`src/design/fch_pkg.sv`:
```
`timescale 1ns / 1ps
// ----------------------------------------------------------------------------
// fch_pkg
// Shared types and constants of the chained hash index.
// ----------------------------------------------------------------------------
package fch_pkg;

    localparam int NUM_SLOTS   = 256;
    localparam int MAX_BUCKETS = 64;
    localparam int KEY_BYTES   = 8;

    localparam int SLOT_W   = $clog2(NUM_SLOTS);
    localparam int LINK_W   = SLOT_W + 1;
    localparam int BUCKET_W = $clog2(MAX_BUCKETS);
    localparam int KEY_W    = 8 * KEY_BYTES;
    localparam int LEN_W    = 4;
    localparam int BC_W     = 7;

    localparam logic [LINK_W-1:0] NO_SLOT = LINK_W'(NUM_SLOTS);
    localparam logic [31:0] FNV_BASIS = 32'd2166136261;
    localparam logic [31:0] FNV_PRIME = 32'd16777619;

    localparam logic [1:0] OP_INSERT = 2'd0;
    localparam logic [1:0] OP_REMOVE = 2'd1;
    localparam logic [1:0] OP_FIND   = 2'd2;

    typedef logic [4:0] cmd_t;

    localparam cmd_t CMD_NOP         = 5'd0;
    localparam cmd_t CMD_LOAD        = 5'd1;
    localparam cmd_t CMD_RD_SLOT     = 5'd2;
    localparam cmd_t CMD_HASH_REQ    = 5'd3;
    localparam cmd_t CMD_HASH_STORED = 5'd4;
    localparam cmd_t CMD_HASH_STEP   = 5'd5;
    localparam cmd_t CMD_MOD_START   = 5'd6;
    localparam cmd_t CMD_MOD_STEP    = 5'd7;
    localparam cmd_t CMD_RD_HEAD     = 5'd8;
    localparam cmd_t CMD_LOAD_K      = 5'd9;
    localparam cmd_t CMD_HEAD_WR     = 5'd10;
    localparam cmd_t CMD_RD_K        = 5'd11;
    localparam cmd_t CMD_NEXT_WR     = 5'd12;
    localparam cmd_t CMD_ADV_K       = 5'd13;
    localparam cmd_t CMD_CLEAR_SLOT  = 5'd14;
    localparam cmd_t CMD_INSERT      = 5'd15;
    localparam cmd_t CMD_FOUND       = 5'd16;
    localparam cmd_t CMD_OUT         = 5'd17;

    typedef struct packed {
        logic [1:0] op;
        logic       used_s;
        logic       hash_done;
        logic       mod_done;
        logic       k_is_s;
        logic       k_end;
        logic       steps_end;
        logic       next_is_s;
        logic       match;
        logic       out_free;
    } status_t;

endpackage

```
`src/design/fch_ctrl.sv`:
```
`timescale 1ns / 1ps
// ----------------------------------------------------------------------------
// fch_ctrl
// Sequencer for insert, remove and find over the datapath.
// ----------------------------------------------------------------------------
module fch_ctrl (
    input  logic             clk,
    input  logic             rst_n,
    input  logic             s_tvalid,
    output logic             s_tready,
    input  fch_pkg::status_t status,
    output fch_pkg::cmd_t    cmd
);

    localparam logic [3:0] ST_IDLE      = 4'd0;
    localparam logic [3:0] ST_DISPATCH  = 4'd1;
    localparam logic [3:0] ST_U_WAIT    = 4'd2;
    localparam logic [3:0] ST_HASH      = 4'd3;
    localparam logic [3:0] ST_MOD       = 4'd4;
    localparam logic [3:0] ST_HEAD_WAIT = 4'd5;
    localparam logic [3:0] ST_UL_CHECK  = 4'd6;
    localparam logic [3:0] ST_UL_WAIT   = 4'd7;
    localparam logic [3:0] ST_UL_WALK   = 4'd8;
    localparam logic [3:0] ST_UL_DONE   = 4'd9;
    localparam logic [3:0] ST_INS_WRITE = 4'd10;
    localparam logic [3:0] ST_FIND_STEP = 4'd11;
    localparam logic [3:0] ST_FIND_WAIT = 4'd12;
    localparam logic [3:0] ST_FINISH    = 4'd13;

    localparam logic [1:0] PH_UNLINK = 2'd0;
    localparam logic [1:0] PH_INSERT = 2'd1;
    localparam logic [1:0] PH_FIND   = 2'd2;

    logic [3:0] state_reg, state_next;
    logic [1:0] phase_reg, phase_next;

    always_ff @(posedge clk or negedge rst_n)
    begin
        if (!rst_n)
        begin
            state_reg <= ST_IDLE;
            phase_reg <= PH_UNLINK;
        end
        else
        begin
            state_reg <= state_next;
            phase_reg <= phase_next;
        end
    end

    always_comb
    begin
        state_next = state_reg;
        phase_next = phase_reg;
        cmd        = fch_pkg::CMD_NOP;
        unique case (state_reg)
            ST_IDLE:
            begin
                if (s_tvalid)
                begin
                    cmd        = fch_pkg::CMD_LOAD;
                    state_next = ST_DISPATCH;
                end
            end
            ST_DISPATCH:
            begin
                priority if (status.used_s && (status.op == fch_pkg::OP_INSERT ||
                                               status.op == fch_pkg::OP_REMOVE))
                begin
                    cmd        = fch_pkg::CMD_RD_SLOT;
                    phase_next = PH_UNLINK;
                    state_next = ST_U_WAIT;
                end
                else if (status.op == fch_pkg::OP_INSERT)
                begin
                    cmd        = fch_pkg::CMD_HASH_REQ;
                    phase_next = PH_INSERT;
                    state_next = ST_HASH;
                end
                else if (status.op == fch_pkg::OP_FIND)
                begin
                    cmd        = fch_pkg::CMD_HASH_REQ;
                    phase_next = PH_FIND;
                    state_next = ST_HASH;
                end
                else
                begin
                    state_next = ST_FINISH;
                end
            end
            ST_U_WAIT:
            begin
                cmd        = fch_pkg::CMD_HASH_STORED;
                state_next = ST_HASH;
            end
            ST_HASH:
            begin
                if (status.hash_done)
                begin
                    cmd        = fch_pkg::CMD_MOD_START;
                    state_next = ST_MOD;
                end
                else
                begin
                    cmd = fch_pkg::CMD_HASH_STEP;
                end
            end
            ST_MOD:
            begin
                if (status.mod_done)
                begin
                    cmd        = fch_pkg::CMD_RD_HEAD;
                    state_next = ST_HEAD_WAIT;
                end
                else
                begin
                    cmd = fch_pkg::CMD_MOD_STEP;
                end
            end
            ST_HEAD_WAIT:
            begin
                cmd = fch_pkg::CMD_LOAD_K;
                unique case (phase_reg)
                    PH_UNLINK: state_next = ST_UL_CHECK;
                    PH_INSERT: state_next = ST_INS_WRITE;
                    default:   state_next = ST_FIND_STEP;
                endcase
            end
            ST_UL_CHECK:
            begin
                priority if (status.k_is_s)
                begin
                    cmd        = fch_pkg::CMD_HEAD_WR;
                    state_next = ST_UL_DONE;
                end
                else if (status.k_end || status.steps_end)
                begin
                    state_next = ST_UL_DONE;
                end
                else
                begin
                    cmd        = fch_pkg::CMD_RD_K;
                    state_next = ST_UL_WAIT;
                end
            end
            ST_UL_WAIT:
            begin
                if (status.next_is_s)
                begin
                    cmd        = fch_pkg::CMD_NEXT_WR;
                    state_next = ST_UL_DONE;
                end
                else
                begin
                    cmd        = fch_pkg::CMD_ADV_K;
                    state_next = ST_UL_WALK;
                end
            end
            ST_UL_WALK:
            begin
                if (status.k_end || status.steps_end)
                begin
                    state_next = ST_UL_DONE;
                end
                else
                begin
                    cmd        = fch_pkg::CMD_RD_K;
                    state_next = ST_UL_WAIT;
                end
            end
            ST_UL_DONE:
            begin
                if (status.op == fch_pkg::OP_INSERT)
                begin
                    cmd        = fch_pkg::CMD_HASH_REQ;
                    phase_next = PH_INSERT;
                    state_next = ST_HASH;
                end
                else
                begin
                    cmd        = fch_pkg::CMD_CLEAR_SLOT;
                    state_next = ST_FINISH;
                end
            end
            ST_INS_WRITE:
            begin
                cmd        = fch_pkg::CMD_INSERT;
                state_next = ST_FINISH;
            end
            ST_FIND_STEP:
            begin
                if (status.k_end || status.steps_end)
                begin
                    state_next = ST_FINISH;
                end
                else
                begin
                    cmd        = fch_pkg::CMD_RD_K;
                    state_next = ST_FIND_WAIT;
                end
            end
            ST_FIND_WAIT:
            begin
                if (status.match)
                begin
                    cmd        = fch_pkg::CMD_FOUND;
                    state_next = ST_FINISH;
                end
                else
                begin
                    cmd        = fch_pkg::CMD_ADV_K;
                    state_next = ST_FIND_STEP;
                end
            end
            ST_FINISH:
            begin
                if (status.out_free)
                begin
                    cmd        = fch_pkg::CMD_OUT;
                    state_next = ST_IDLE;
                end
            end
            default:
            begin
                state_next = ST_IDLE;
            end
        endcase
    end

    assign s_tready = (state_reg == ST_IDLE);

endmodule

```
`config.mk`:
```
export PLATFORM = sky130hd
export DESIGN_NAME = fch_ctrl
export DESIGN_NICKNAME = d
export VERILOG_FILES = /design/src/design/fch_pkg.sv /design/src/design/fch_ctrl.sv
export SDC_FILE = /design/constraint.sdc
export NUM_CORES = 1
export LEC_CHECK = 0
export ABC_AREA = 1
export BUFFER_PORTS_ARGS = -buffer_cell sky130_fd_sc_hd__clkbuf_2
export CAP_MARGIN = 20
export CORE_MARGIN = 2
export CORE_UTILIZATION = 54
export DETAILED_ROUTE_END_ITERATION = 10
export PLACE_DENSITY_LB_ADDON = 0.08
export SETUP_SLACK_MARGIN = 0.02
export SYNTH_ARGS = -nofsm -noshare
export SYNTH_HDL_FRONTEND = slang
export SYNTH_SLANG_ARGS = --single-unit
```
`constraint.sdc`:
```
create_clock -name clk -period 3.7 [get_ports clk]
set_input_delay 0.37 -clock clk [delete_from_list [all_inputs] [get_ports clk]]
set_output_delay 0.37 -clock clk [all_outputs]
set_load 0.005 [all_outputs]
```
==> metrics <==
met3 global-route usage=0.0489; GRT Util Overall=0.302; # H-tree levels=1; max cap viols=0; M2 GR Usage=0.488; Row Count=13; met1 usage=0.406; # IOs=20; ys async rst share=1.00; Vias=roughly 980; maximum VDD drop=~0.47 mV; Synth Flop Type=dfrtp_1; CTS root buf=clkbuf_4; Critical Path Source=state_reg[1]; Rel. slew slack=0.777; crit path max fanout=5; wire per inst=12.2 µm; Setup crit end kind=primary output; post-DP HPWL=1.77 mm; Final nets=175; overall routed net length=2.13 mm; max-slew violations=0; Post-Synthesis Cell Area=726 µm²; Buf+Inv Stages, Crit Path=2; Antenna Nets Post-Route=0; share of the synthesized area in the top cell type=0.212; Top Usage Layer GRT=met2; # setup viols final=0; Die W=40.7 µm; area delta synth->final=20.2%; Cells after DPL=170; Final period util=0.562; Tmin final=between 2 and 2.5 ns; max FFs per register=4; Crit-path slowest cell=dfrtp_1; Iter 0 DRT Violations=a little over 80; Final Hold Viols=0; DR pass1 iterations=7; ranking of synthesized cells by area=nand2_1, dfrtp_1, nor2_1, inv_1, nand3_1; Worst EP arrival=1.71 ns; unrepaired setup endpoints after global routing=false; CP max stage delay=0.43 ns; Synth area leader=nand2_1; Num CTS Buffers=3; grt ovf=0; CP dominant cell by count=nor2_1; Max Fclk=a little under 500 MHz; number of flops mapped to enable cells by yosys=0; Leak=between 0.0005 and 0.0006 µW; Ys Warns=0; Layout Skew=0.00686 ns; cell count after synthesis=136; clock latency on the worst-skew pair=0.26 ns; status=completed; fraction of layout cells with a size suffix above 1=0.208; Finished Layout Cells=between 150 and 200; Worst Path Required=3.33 ns; first-pass GRT wire length=3.32 mm; post-CTS setup buffer count=0; clk slew on worst S/H paths=approximately 0.050 ns; register area share after synthesis=0.207; Final TNS setup=0 ns; commonest cells after routing, fill and taps aside=nand2_1, nor2_1, clkbuf_2; DRC=0; vias in the first global route=approximately 780; Synth cell types=20; drt via density=between 5 and 6; R2R Path Start=state_reg[2]; largest net degree at the start of global routing=8; CTS tree=done; Worst-Margin Slew=0.333 ns; initial antenna violation count=0; crit start category=flop; CP delay by family, top=simple AND/OR/NAND/NOR gates; Power Density=777 nW/µm²; Die H=between 40 and 50 µm; Hold WC Path Type=in -> async; worst path cell trace=inv_1 > nor2_1 > nand2_1 > o21ai_1 > nor2_1 > nand3_1 > clkbuf_2; n_diodes=0; Initial Util=0.565; FF+latch count, synth=6; Die ar.=1650 µm²; leading cell type in the layout, fill and taps excluded=nand2_1; GP Congestion=1.01; CTS max path bufs=2; CTS sink cnt=6; CORE AREA=between 1000 and 1500 µm²; Avg Inst Size Synth=5.34 µm²; Overall Power=678 µW; Syn Nets=150; port bufs=19; kind of critical path=reg -> out
## what timing repair did
| item | in CTS | in global routing |
|---|---|---|
| hold endpoints to repair | 6 | 0 |
| resized for setup | 0 | 0 |
| hold buffers | 1 | 0 |
## layout make-up
type / instances / area, µm²
Timing Repair Buffer: 20 / 105
Tap cell: 15 / 18.8
Clock buffer: 3 / 22.5
Inverter: 20 / 76.3
Multi-Input combinational cell: 110 / 499
Fill cell: 125 / 413
Sequential cell: 6 / 150
## power by group
part           leakage (µW)  internal, µW  switching, µW
clock             0.0000138          37.0           28.9
sequential        0.0000722           101           44.0
combinational      0.000435           165            302
## final timing paths
| check | cells past startpoint | end | slack (ns) |
|---|---|---|---|
| worst max-delay path | 7 | cmd[0] | 1.62 |
| worst max register to register | 7 | phase_reg[1] | 2.18 |
| worst min register to register | 2 | phase_reg[0] | 0.51 |
| worst min-delay path | 2 | state_reg[2] | 0.46 |
| min in group clk | 4 | state_reg[1] | 0.48 |
| max in group asynchronous | 2 | phase_reg[1] | 3.08 |
## cell usage after synthesis, types with 2 or more instances
cell,n
nand3_1,12
nor3_1,3
nor2_1,27
nor2_2,4
dfrtp_1,6
o211ai_1,2
nand2_2,2
inv_1,17
inv_2,2
o21ai_0,9
nand2_1,41
nand4_1,3
## per-stage QoR
step                      utilization  hold slack [ns]  setup slack (ns)  instance area, µm²
after global routing            0.679            0.504              1.50                 872
after CTS                       0.679            0.481              1.69                 872
after global placement          0.653            0.199              1.97                 840
after detailed placement        0.653            0.206              1.96                 840
final                           0.679            0.461              1.62                 872
after floorplan                     -           0.0744              2.27                 726
## metal layers
layer | vias up | part of all wire
met5 | - | 0
met4 | 0 | 0.031
met3 | 10 | 0.12
met2 | 79 | 0.45
met1 | 410 | 0.40
li1 | 483 | -
## logic make-up (layout without fill, tap and decap cells)
kind of cell | Yosys count | after routing | synth area share
AND/OR/NAND/NOR | 96 | 96 | 0.578
flip-flops | 6 | 6 | 0.207
AO/OA/AOI/OAI | 14 | 14 | 0.110
buffers and inverters | 20 | 43 | 0.105
## worst register-to-register path, cell delays in order, from the launching register on
cell     delay (ns)
dfrtp_1        0.44
inv_1          0.17
nand2_1        0.13
nor2_1         0.20
nand3_1        0.13
nand2_1        0.15
nand4_1        0.11
o21ai_0        0.10
Power figures use the tool's default switching activity.
